### src/at_keyboard_controller_with_typematic_macros.svh
// Assertion macros shared by the keyboard controller modules.
// Included by the files that carry concurrent assertions.
`ifndef AT_KEYBOARD_CONTROLLER_WITH_TYPEMATIC_MACROS_SVH
`define AT_KEYBOARD_CONTROLLER_WITH_TYPEMATIC_MACROS_SVH
`ifndef SYNTHESIS
`define AKC_ASSERT(label, clk, rst_n, prop, msg) \
  label: assert property (@(posedge clk) disable iff (!rst_n) prop) else $error(msg);
`define AKC_ASSERT_NR(label, clk, prop, msg) \
  label: assert property (@(posedge clk) prop) else $error(msg);
`else
`define AKC_ASSERT(label, clk, rst_n, prop, msg)
`define AKC_ASSERT_NR(label, clk, prop, msg)
`endif
`endif

### src/akc_pkg.sv
// Shared types, constants and lookup functions of the keyboard controller.
// No dependencies.
package akc_pkg;

  localparam int RingDepth = 256;
  localparam int RingAw    = $clog2(RingDepth);
  localparam int KeyCount  = 112;
  localparam int KeyAw     = $clog2(KeyCount);
  localparam int SeqMax    = 8;
  localparam int SeqAw     = $clog2(SeqMax + 1);

  typedef enum logic [1:0] {
    CMD_SCAN  = 2'd0,
    CMD_FRAME = 2'd1,
    CMD_READ  = 2'd2,
    CMD_WRITE = 2'd3
  } cmd_t;

  localparam logic [1:0] CFG_DELAY  = 2'd0;
  localparam logic [1:0] CFG_PERIOD = 2'd1;
  localparam logic [1:0] CFG_MF2    = 2'd2;
  localparam logic [1:0] CFG_INPORT = 2'd3;

  localparam logic [2:0] OFFS_DATA   = 3'd0;
  localparam logic [2:0] OFFS_STATUS = 3'd4;

  localparam logic [7:0] KEY_NUMLOCK = 8'h45;

  typedef enum logic [1:0] {
    CST_IDLE = 2'd0,
    CST_EXEC = 2'd1,
    CST_PUSH = 2'd2
  } ctl_state_t;

  // Command from the controller to the datapath.
  typedef struct packed {
    logic exec;
    logic commit;
    logic push;
    logic finish;
  } akc_cmd_t;

  // Status from the datapath to the controller.
  typedef struct packed {
    logic seq_left;
  } akc_sts_t;

  function automatic logic [7:0] ext_base(input logic [3:0] idx);
    logic [7:0] r;
    case (idx)
      4'd0: r = 8'h12;  4'd1: r = 8'h13;  4'd2: r = 8'h35;  4'd3: r = 8'h37;
      4'd4: r = 8'h38;  4'd5: r = 8'h47;  4'd6: r = 8'h48;  4'd7: r = 8'h49;
      4'd8: r = 8'h4B;  4'd9: r = 8'h4D;  4'd10: r = 8'h4F; 4'd11: r = 8'h50;
      4'd12: r = 8'h51; 4'd13: r = 8'h52; 4'd14: r = 8'h53;
      default: r = 8'h00;
    endcase
    return r;
  endfunction

  function automatic logic [7:0] pause_byte(input logic [2:0] i);
    logic [7:0] r;
    case (i)
      3'd0: r = 8'hE1; 3'd1: r = 8'h1D; 3'd2: r = 8'h45;
      3'd3: r = 8'hE1; 3'd4: r = 8'h9D; 3'd5: r = 8'hC5;
      default: r = 8'h00;
    endcase
    return r;
  endfunction

endpackage

### src/akc_ctrl.sv
// Sequencer of the keyboard controller: accepts a request, runs it, then
// drains queued scancode bytes one per cycle. Uses akc_pkg.
`include "at_keyboard_controller_with_typematic_macros.svh"
module akc_ctrl import akc_pkg::*; (
  input  logic     clk,
  input  logic     rst_n,
  input  logic     start,
  input  akc_sts_t sts,
  output akc_cmd_t cmd,
  output logic     busy
);

  ctl_state_t state_r, state_nxt;

  always_ff @(posedge clk) begin
    if (!rst_n) state_r <= CST_IDLE;
    else        state_r <= state_nxt;
  end

  always_comb begin
    state_nxt  = state_r;
    cmd        = '0;
    busy       = 1'b1;
    case (state_r)
      CST_IDLE: begin
        busy = 1'b0;
        if (start) begin
          cmd.exec  = 1'b1;
          state_nxt = CST_EXEC;
        end
      end
      CST_EXEC: begin
        cmd.commit = 1'b1;
        state_nxt  = CST_PUSH;
      end
      CST_PUSH: begin
        if (sts.seq_left) begin
          cmd.push = 1'b1;
        end else begin
          cmd.finish = 1'b1;
          state_nxt  = CST_IDLE;
        end
      end
      default: state_nxt = CST_IDLE;
    endcase
  end

  `AKC_ASSERT(a_no_start_busy, clk, rst_n, (busy |-> !cmd.exec), "exec while busy")
  `AKC_ASSERT(a_one_cmd, clk, rst_n, $onehot0({cmd.exec, cmd.commit, cmd.push, cmd.finish}), "cmd clash")
  `AKC_ASSERT(a_finish_idle, clk, rst_n, (cmd.finish |=> !busy), "finish not idle")
  `AKC_ASSERT(a_exec_busy, clk, rst_n, (cmd.exec |=> cmd.commit), "exec not followed by commit")

endmodule

### src/akc_dp.sv
// Datapath of the keyboard controller: hold counters, scancode ring, host
// registers and the result register. Uses akc_pkg, driven by akc_ctrl.
`include "at_keyboard_controller_with_typematic_macros.svh"
module akc_dp import akc_pkg::*; (
  input  logic       clk,
  input  logic       rst_n,
  input  akc_cmd_t   cmd,
  output akc_sts_t   sts,
  input  logic [1:0] in_command,
  input  logic [6:0] in_key_code,
  input  logic       in_key_pressed,
  input  logic [2:0] in_port_offset,
  input  logic [7:0] in_write_data,
  input  logic       in_irq_pending,
  input  logic       cfg_valid,
  input  logic [1:0] cfg_index,
  input  logic [7:0] cfg_data,
  output logic       out_valid,
  output logic [7:0] out_read_data,
  output logic       out_irq_request,
  output logic       out_address_mask_update,
  output logic       out_address_wide,
  output logic       out_cpu_reset_pulse
);

  logic [7:0] delay_r, period_r, inport_r;
  logic       mf2_r;

  always_ff @(posedge clk) begin
    if (!rst_n) begin
      delay_r  <= 8'd60;
      period_r <= 8'd8;
      mf2_r    <= 1'b0;
      inport_r <= 8'h80;
    end else if (cfg_valid) begin
      case (cfg_index)
        CFG_DELAY:  delay_r  <= cfg_data;
        CFG_PERIOD: period_r <= cfg_data;
        CFG_MF2:    mf2_r    <= cfg_data[0];
        CFG_INPORT: inport_r <= cfg_data;
        default: ;
      endcase
    end
  end

  // Request captured at accept.
  logic [1:0] cmd_r;
  logic [6:0] key_r;
  logic       prs_r, irqp_r;
  logic [2:0] offs_r;
  logic [7:0] wd_r;

  always_ff @(posedge clk) begin
    if (cmd.exec) begin
      cmd_r  <= in_command;
      key_r  <= in_key_code;
      prs_r  <= in_key_pressed;
      offs_r <= in_port_offset;
      wd_r   <= in_write_data;
      irqp_r <= in_irq_pending;
    end
  end

  // Hold counters: valid bits give the all-zero reset, the counts live in a memory.
  logic [7:0]          hold_mem [KeyCount];
  logic [KeyCount-1:0] hold_vld_r;
  logic [7:0]          hold_rd_r;
  logic                hold_we;
  logic [7:0]          hold_wv;

  always_ff @(posedge clk) begin
    if (cmd.exec) hold_rd_r <= hold_mem[in_key_code[KeyAw-1:0]];
    if (cmd.commit && hold_we) hold_mem[key_r[KeyAw-1:0]] <= hold_wv;
  end

  always_ff @(posedge clk) begin
    if (!rst_n) hold_vld_r <= '0;
    else if (cmd.commit && hold_we) hold_vld_r[key_r[KeyAw-1:0]] <= 1'b1;
  end

  // Scancode ring; the byte at the tail is read when a request is accepted.
  logic [7:0]       ring_mem [RingDepth];
  logic [RingAw-1:0] head_r, tail_r;
  logic [RingAw:0]   fill_r;
  logic              push_en;
  logic [7:0]        push_b;
  logic [7:0]        pop_rd_r;

  always_ff @(posedge clk) begin
    if (cmd.exec) pop_rd_r <= ring_mem[tail_r];
  end

  always_ff @(posedge clk) begin
    if (push_en && fill_r != (RingAw+1)'(RingDepth)) ring_mem[head_r] <= push_b;
  end

  // Pending push sequence (up to eight bytes).
  logic [SeqMax-1:0][7:0] seq_r, seq_nxt;
  logic [SeqAw-1:0]       seqn_r, seqn_nxt;

  logic       numlock_r, numlock_nxt;
  logic [1:0] kph_r, kph_nxt;
  logic [7:0] data_r, data_nxt, oport_r, oport_nxt;
  logic       full_r, full_nxt, send_r, send_nxt, kif_r, kif_nxt;
  logic [1:0] smode_r, smode_nxt;
  logic [2:0] wph_r, wph_nxt;
  logic       pop_en;
  logic [7:0] rd, s;
  logic       irq, upd, rst;
  logic [7:0] hc, c, key8;
  logic [8:0] dsum;
  logic       emit, rel;
  logic [3:0] xi;
  logic       shifted;

  assign sts.seq_left = seqn_r != '0;

  always_comb begin
    seq_nxt = '0; seqn_nxt = '0;
    numlock_nxt = numlock_r; kph_nxt = kph_r; data_nxt = data_r; oport_nxt = oport_r;
    full_nxt = full_r; send_nxt = send_r; kif_nxt = kif_r; smode_nxt = smode_r;
    wph_nxt = wph_r; pop_en = 1'b0; rd = '0; irq = 1'b0; upd = 1'b0; rst = 1'b0;
    hold_we = 1'b0; hold_wv = '0; emit = 1'b0; rel = 1'b0; s = 8'h04;
    key8 = {1'b0, key_r};
    hc = hold_vld_r[key_r[KeyAw-1:0]] ? hold_rd_r : 8'd0;
    c = hc + 8'd1;
    dsum = {1'b0, delay_r} + {1'b0, period_r};
    xi = key_r[3:0];
    shifted = 1'b0;
    case (cmd_r)
      CMD_SCAN: begin
        if (key_r != '0 && key8 < 8'(KeyCount)) begin
          if (prs_r) begin
            hold_we = 1'b1;
            if (hc == 8'd0) begin
              hold_wv = 8'd1; emit = 1'b1;
              if (key8 == KEY_NUMLOCK) numlock_nxt = ~numlock_r;
            end else begin
              hold_wv = c;
              if (c == delay_r) emit = 1'b1;
              else if ({1'b0, c} == dsum) begin
                hold_wv = delay_r; emit = 1'b1;
              end
            end
          end else if (hc != 8'd0) begin
            hold_we = 1'b1; hold_wv = 8'd0; emit = 1'b1; rel = 1'b1;
          end
        end
        // numlock for the sequence uses the value after toggling
        if (emit) begin
          if (key_r < 7'h60) begin
            seq_nxt[0] = rel ? {1'b1, key_r} : key8; seqn_nxt = SeqAw'(1);
          end else if (xi == 4'hF) begin
            if (!rel) begin
              if (numlock_nxt) begin
                seq_nxt[0] = 8'hE0; seq_nxt[1] = 8'h2A;
                for (int i = 0; i < 6; i++) seq_nxt[i+2] = pause_byte(3'(i));
                seqn_nxt = SeqAw'(8);
              end else begin
                for (int i = 0; i < 6; i++) seq_nxt[i] = pause_byte(3'(i));
                seqn_nxt = SeqAw'(6);
              end
            end
          end else begin
            shifted = numlock_nxt && xi >= 4'd5;
            if (!rel) begin
              if (shifted) begin
                seq_nxt[0] = 8'hE0; seq_nxt[1] = 8'h2A;
                seq_nxt[2] = 8'hE0; seq_nxt[3] = ext_base(xi); seqn_nxt = SeqAw'(4);
              end else begin
                seq_nxt[0] = 8'hE0; seq_nxt[1] = ext_base(xi); seqn_nxt = SeqAw'(2);
              end
            end else begin
              seq_nxt[0] = 8'hE0; seq_nxt[1] = ext_base(xi) | 8'h80;
              seq_nxt[2] = 8'hE0; seq_nxt[3] = 8'hAA;
              seqn_nxt = shifted ? SeqAw'(4) : SeqAw'(2);
            end
          end
        end
      end
      CMD_FRAME: begin
        if (!irqp_r && !full_r && fill_r != '0) begin
          pop_en = 1'b1; data_nxt = pop_rd_r; full_nxt = 1'b1; irq = 1'b1;
        end
      end
      CMD_READ: begin
        if (offs_r == OFFS_DATA) begin
          rd = data_r; full_nxt = 1'b0;
        end else if (offs_r == OFFS_STATUS) begin
          if (!full_r && fill_r != '0) begin
            pop_en = 1'b1; data_nxt = pop_rd_r; full_nxt = 1'b1; irq = !irqp_r;
          end
          if (full_nxt) s[0] = 1'b1;
          if (send_r) s[1] = 1'b1;
          send_nxt = 1'b0;
          case (smode_r)
            2'd0: if (!kif_r) s[4] = 1'b1;
            2'd1: s = s | {4'h0, inport_r[3:0]};
            2'd2: s = s | {inport_r[3:0], 4'h0};
            default: ;
          endcase
          rd = s;
        end
      end
      default: begin
        if (offs_r == OFFS_DATA) begin
          smode_nxt = 2'd0;
          if (wph_r == 3'd0 || wph_r == 3'd2) begin
            wph_nxt = 3'd0; data_nxt = wd_r; send_nxt = 1'b1;
            if (kph_r != 2'd0) kph_nxt = 2'd0;
            else begin
              case (wd_r)
                8'hED: kph_nxt = 2'd1;
                8'hEE: begin seq_nxt[0] = 8'hEE; seqn_nxt = SeqAw'(1); end
                8'hF0: kph_nxt = 2'd2;
                8'hF2: begin
                  seq_nxt[0] = 8'hFA; seq_nxt[1] = 8'hAB; seq_nxt[2] = 8'h41;
                  seqn_nxt = mf2_r ? SeqAw'(3) : SeqAw'(1);
                end
                8'hF3: kph_nxt = 2'd3;
                8'hFF: begin seq_nxt[0] = 8'hFA; seq_nxt[1] = 8'hAA; seqn_nxt = SeqAw'(2); end
                default: ;
              endcase
            end
          end else if (wph_r == 3'd1) begin
            wph_nxt = 3'd0; oport_nxt = wd_r; upd = 1'b1;
          end else if (wph_r == 3'd3 || wph_r == 3'd4) begin
            wph_nxt = 3'd0; data_nxt = wd_r;
          end
        end else if (offs_r == OFFS_STATUS) begin
          case (wd_r)
            8'hA9, 8'hAB: begin data_nxt = 8'h00; full_nxt = 1'b1; irq = !irqp_r; end
            8'hAA: begin data_nxt = 8'h55; full_nxt = 1'b1; irq = !irqp_r; end
            8'hAD: kif_nxt = 1'b0;
            8'hAE: kif_nxt = 1'b1;
            8'hC0: begin data_nxt = inport_r; full_nxt = 1'b1; irq = !irqp_r; end
            8'hC1: smode_nxt = 2'd1;
            8'hC2: smode_nxt = 2'd2;
            8'hD0: begin data_nxt = oport_r; full_nxt = 1'b1; irq = !irqp_r; end
            8'hD1: wph_nxt = 3'd1;
            8'hD2: wph_nxt = 3'd2;
            8'hD3: wph_nxt = 3'd3;
            8'hD4: wph_nxt = 3'd4;
            default: if (wd_r[7:4] == 4'hF && !wd_r[0]) rst = 1'b1;
          endcase
          send_nxt = 1'b1;
        end
      end
    endcase
  end

  assign push_en = cmd.push;
  assign push_b  = seq_r[0];

  logic out_valid_r;

  always_ff @(posedge clk) begin
    if (!rst_n) begin
      numlock_r <= 1'b0; kph_r <= '0; data_r <= '0; oport_r <= '0; full_r <= 1'b0;
      send_r <= 1'b0; kif_r <= 1'b0; smode_r <= '0; wph_r <= '0; seqn_r <= '0;
      head_r <= '0; tail_r <= '0; fill_r <= '0; out_valid_r <= 1'b0;
    end else begin
      out_valid_r <= cmd.finish;
      if (cmd.push) begin
        seq_r  <= {8'h00, seq_r[SeqMax-1:1]};
        seqn_r <= seqn_r - SeqAw'(1);
        if (fill_r != (RingAw+1)'(RingDepth)) begin
          head_r <= head_r + RingAw'(1);
          fill_r <= fill_r + (RingAw+1)'(1);
        end
      end
      // The request's effects are committed in the cycle after accept.
      if (cmd.commit) begin
        numlock_r <= numlock_nxt; kph_r <= kph_nxt; data_r <= data_nxt;
        oport_r <= oport_nxt; full_r <= full_nxt; send_r <= send_nxt; kif_r <= kif_nxt;
        smode_r <= smode_nxt; wph_r <= wph_nxt; seq_r <= seq_nxt; seqn_r <= seqn_nxt;
        if (pop_en) begin
          tail_r <= tail_r + RingAw'(1);
          fill_r <= fill_r - (RingAw+1)'(1);
        end
      end
    end
  end

  // Results are held from the commit cycle until finish.
  logic [7:0] rd_r;
  logic irq_r, upd_r, rst_o_r;

  always_ff @(posedge clk) begin
    if (cmd.commit) begin
      rd_r <= rd; irq_r <= irq; upd_r <= upd; rst_o_r <= rst;
    end
  end

  assign out_valid               = out_valid_r;
  assign out_read_data           = out_valid_r ? rd_r : 8'd0;
  assign out_irq_request         = out_valid_r & irq_r;
  assign out_address_mask_update = out_valid_r & upd_r;
  assign out_address_wide        = oport_r[1];
  assign out_cpu_reset_pulse     = out_valid_r & rst_o_r;

  `AKC_ASSERT(a_fill_max, clk, rst_n, (fill_r <= (RingAw+1)'(RingDepth)), "fill overflow")
  `AKC_ASSERT(a_ring_ptr, clk, rst_n, (fill_r == '0 |-> head_r == tail_r), "empty ring with split pointers")
  `AKC_ASSERT(a_push_seq, clk, rst_n, (cmd.push |-> seqn_r != '0), "push with empty sequence")

endmodule

### src/at_keyboard_controller_with_typematic.sv
// Top level of the AT keyboard controller with typematic keyboard.
// Instantiates akc_ctrl and akc_dp; uses akc_pkg.
//
// Channel   Direction  Handshake
// in_*      input      start high and busy low
// out_*     output     out_valid strobe, one cycle, no backpressure
// cfg_*     input      cfg_valid and cfg_ready
//
// A request is committed after accept, then its queued scancode bytes (up to 8)
// are written one at a time through the ring memory's single write port; no new
// request is accepted until the last of them is queued.
// Reset is synchronous and active low; the ring needs no clearing pass.
// The result strobe comes in the same cycle as busy falls, and the receiver
// cannot stall it.
`include "at_keyboard_controller_with_typematic_macros.svh"
module at_keyboard_controller_with_typematic import akc_pkg::*; (
  input  logic       clk,
  input  logic       rst_n,
  input  logic       start,
  output logic       busy,
  input  logic [1:0] in_command,
  input  logic [6:0] in_key_code,
  input  logic       in_key_pressed,
  input  logic [2:0] in_port_offset,
  input  logic [7:0] in_write_data,
  input  logic       in_irq_pending,
  output logic       out_valid,
  output logic [7:0] out_read_data,
  output logic       out_irq_request,
  output logic       out_address_mask_update,
  output logic       out_address_wide,
  output logic       out_cpu_reset_pulse,
  input  logic       cfg_valid,
  output logic       cfg_ready,
  input  logic [1:0] cfg_index,
  input  logic [7:0] cfg_data
);

  akc_cmd_t cmd;
  akc_sts_t sts;

  assign cfg_ready = 1'b1;

  akc_ctrl u_ctrl (
    .clk(clk), .rst_n(rst_n), .start(start), .sts(sts), .cmd(cmd), .busy(busy)
  );

  akc_dp u_dp (
    .clk(clk), .rst_n(rst_n), .cmd(cmd), .sts(sts),
    .in_command(in_command), .in_key_code(in_key_code),
    .in_key_pressed(in_key_pressed), .in_port_offset(in_port_offset),
    .in_write_data(in_write_data), .in_irq_pending(in_irq_pending),
    .cfg_valid(cfg_valid), .cfg_index(cfg_index), .cfg_data(cfg_data),
    .out_valid(out_valid), .out_read_data(out_read_data),
    .out_irq_request(out_irq_request),
    .out_address_mask_update(out_address_mask_update),
    .out_address_wide(out_address_wide), .out_cpu_reset_pulse(out_cpu_reset_pulse)
  );

  `AKC_ASSERT(a_out_after_busy, clk, rst_n, (out_valid |-> $past(busy)), "result without request")
  `AKC_ASSERT(a_start_when_idle, clk, rst_n, ((start && !busy) |=> busy), "accept did not set busy")
  `AKC_ASSERT(a_no_out_idle, clk, rst_n, ((!busy && $past(!busy)) |-> !out_valid), "stray result")

endmodule
### config.mk
export PLATFORM = sky130hd
export DESIGN_NAME = at_keyboard_controller_with_typematic
export DESIGN_NICKNAME = d
export VERILOG_FILES = /design/src/akc_pkg.sv /design/src/akc_ctrl.sv /design/src/akc_dp.sv /design/src/at_keyboard_controller_with_typematic.sv
export VERILOG_INCLUDE_DIRS = /design/src /design/src/src
export SDC_FILE = /design/constraint.sdc
export NUM_CORES = 2
export LEC_CHECK = 0
export BUFFER_PORTS_ARGS = -buffer_cell sky130_fd_sc_hd__buf_4
export CAP_MARGIN = 10
export CORE_MARGIN = 2
export CORE_UTILIZATION = 47
export CTS_BUF_LIST = sky130_fd_sc_hd__clkbuf_8
export DETAILED_ROUTE_END_ITERATION = 8
export PLACE_DENSITY = 0.72
export SYNTH_ARGS = -nofsm -noshare
export SYNTH_HDL_FRONTEND = slang
export SYNTH_SLANG_ARGS = --single-unit
### constraint.sdc
create_clock -name clk -period 17.9 [get_ports clk]
set_input_delay 1.79 -clock clk [delete_from_list [all_inputs] [get_ports clk]]
set_output_delay 1.79 -clock clk [all_outputs]
set_load 0.02 [all_outputs]
==> run metrics <==
outcome=complete, no violations; IO Pins=51; Synth top area share=71.7%; Rel. slew slack=2.12%; vias after detailed routing=62,200; worst hold stages=1; Die Ht=524 um; top cells by area, synth=edfxtp_1 (72%), mux4_2 (17%), dfxtp_1 (3.2%), nor2_1 (1.3%), clkbuf_1 (0.71%); CTS tree=yes; Worst Hold Class=reg2reg; final layout net count=6,367; Setup crit end kind=flip-flop; cts hold-fix bufs=0; H-tree depth=5; final WL=296,000 um; WP data required=18.53 ns; Tmin final=7.99 ns; Top delay family on crit path=compound AO/OA/AOI/OAI gates; vias per cell=6.06; DR iter-0 viols=7,803; root buf cell=clkbuf_8; final estimated routing congestion in global placement=0.851; Core Area=270,000 sq um; top cell type by total area after synthesis=edfxtp_1; total of max-cap violations=0; pwr dens=101 nW/um^2; R2R depth=18; Final Setup Violations=0; min-delay src=u_dp.hold_vld_r[107]; Mapped Cells=5,994; Die X=524 um; Slew Limit Fails=0; endpoint arrival time on the critical path=8.62 ns; R2R setup slack=9.91 ns; Worst setup SP type=flip-flop; Setup Fix Bufs, Post-CTS=0; row cnt=191; ys async rst share=0%; largest net degree at the start of global routing=250; crit-path max FO=64; clock sink count=3,239; Fmax=125 MHz; Fin Setup TNS=0 ns; I/O Buffers=49; total CTS buffers=488; PostCTS Resize Cnt=0; antenna violations before repair=14; CP Class=reg2reg; FF-to-FF End=u_dp.hold_mem[102][3]; DP Wirelength=174,000 um; FF+latch count, synth=3,239; sequential share of the synthesized area=74.9%; Synth cell types=90; Hold Path End=u_dp.hold_vld_r[107]; Pleak=41.6 nW; total congestion overflow=0; fraction of layout instances using a drive strength above 1=27.6%; setup repair after global routing missed its margin=no; WHS=0.464 ns; EDFF count, synth=3,036; CP max-delay cell=a2111oi_4; vias in the first global route=62,200; YS warnings=0; wire length per cell=28.8 um; Syn-to-layout area delta=10.8%; # DRC=0; max incr delay on CP=1.00 ns; global-route wire length before repair=430,000 um; Detail Route Antenna Nets=0; most frequent cell after synthesis=edfxtp_1; critical-path cell list=buf_4 > mux4_2 > mux2i_1 > o21ai_0 > o211ai_1 > nand3_4 > nand2_1 > inv_1 > ha_1 > nand3_1 > xor2_1 > xnor2_1 > a2111oi_0 > mux2i_1 > a2111oi_4 > nand3_1 > a21oi_4 > buf_4; Clock Latency Late Sink=1.06 ns; clk slew on worst S/H paths=0.06 ns; die footprint=275,000 sq um; worst flop-to-flop path startpoint=u_dp.key_r[0]; Worst Clk Skew=0.115 ns; VDD IR-drop max=0.0661 mV; global-route usage over all layers=21.4%; drt first pass iters=5; slew of the pin with the lowest slew margin=1.47 ns; final hold viol count=0; synthesized area per cell=21.2 sq um; Buf+Inv Stages, Crit Path=3; Initial Util=47.1%; synth cell count leaders=edfxtp_1 (3,036), mux4_2 (987), nor2_1 (428), clkbuf_1 (239), dfxtp_1 (203); Main synth FF type=edfxtp_1; Tcrit/Tclk final=44.6%; CTS Buffer Depth=4; cell area after synthesis=127,000 sq um
power by group:
group / switching [mW] / leakage (nW) / internal (mW)
Sequential: 0.0241 / 27.7 / 8.24
Combinational: 0.206 / 8.57 / 0.101
Clock: 2.80 / 5.28 / 2.90
sequential cells by signal, summed over array words and instances, names as in the netlist, 9 cells and up, named ones only:
register         flops
u_dp.fill_r          9
u_dp.hold_vld_r    112
u_dp.seq_r          35
u_dp.ring_mem     2048
u_dp.hold_mem      896
per-layer routing:
metal	track usage, %	routed length [um]
met1	28.9	112000
met2	35.3	148000
met3	3.65	24800
met4	7.54	10700
met5	0	52
metrics by stage:
stage	utilization, %	setup WS (ns)	instance area, sq um	instances	power [mW]
6_report	52.2	9.91	141000	10300	14.3
5_1_grt	52.2	9.27	141000	10300	14.7
4_1_cts	52.2	10.03	141000	10300	14.4
3_5_place_dp	48.8	10.12	132000	9382	8.73
3_3_place_gp	48.8	10.39	132000	9382	8.72
2_1_floorplan	-	7.95	127000	6001	8.62
worst register-to-register path, cell delays in order (launching register included):
cell	delay, ns
edfxtp_1	0.57
buf_4	0.54
mux4_2	0.60
mux2i_1	0.25
o21ai_0	0.17
o211ai_1	0.48
nand3_4	0.26
nand2_1	0.19
inv_1	0.06
ha_1	0.27
nand3_1	0.13
xor2_1	0.33
xnor2_1	0.11
a2111oi_0	0.42
mux2i_1	0.20
a2111oi_4	1.00
nand3_1	0.27
a21oi_4	0.95
buf_4	0.69
kinds of logic after synthesis:
family,after synthesis,share of synthesized area (%)
flops,3239,74.9
mux,1063,18.1
simple gates,871,3.11
compound gates,377,2.12
buf+inv,368,1.16
xor+xnor,46,0.328
fa+ha+maj,28,0.281
other cells,2,0.00590
how the worst max path moves through the flow:
stage / start / to / slack (ns) / depth (start not counted)
after floorplan: u_dp.key_r[0] / u_dp.hold_mem[0][2] / 7.95 / 19
after global placement: u_dp.key_r[1] / u_dp.hold_mem[38][3] / 10.39 / 18
after detailed placement: u_dp.key_r[1] / u_dp.hold_mem[35][3] / 10.12 / 18
after CTS: u_dp.key_r[0] / u_dp.hold_mem[100][3] / 10.03 / 18
after global routing: u_dp.key_r[0] / u_dp.hold_mem[106][3] / 9.27 / 18
final: u_dp.key_r[0] / u_dp.hold_mem[102][3] / 9.91 / 18
layout make-up:
type | instances | area (sq um)
inverter | 22 | 82.6
clock inverter | 376 | 2060
clock buffer | 513 | 7060
sequential | 3239 | 95200
tap | 3570 | 4470
timing repair buffer | 158 | 1290
antenna | 4 | 10.0
fill | 20600 | 129000
multi-input combinational | 2394 | 30800
cell usage in the layout (no fill, tap or decap), types with 9 or more instances in the layout:
cell,n
dfxtp_1,197
and3_1,10
inv_1,179
clkinv_2,63
nor3_1,18
and2_1,48
nand4_1,18
nand3_2,17
nor2_1,402
a211oi_1,10
o31ai_1,13
nor4_1,10
a21oi_1,31
xnor2_1,35
o211ai_1,10
buf_4,148
mux4_2,987
clkinv_1,120
bufinv_16,17
nand2_1,160
o21a_1,116
nand2b_1,10
a21boi_0,28
o21ai_0,77
nor2_2,24
edfxtp_1,3036
nor2b_1,44
clkbuf_8,513
ha_1,27
or3_1,15
mux2_2,12
nand3_1,60
xor2_1,10
conb_1,9
mux2i_1,59
No activity file was read; power rests on OpenSTA's default activity.
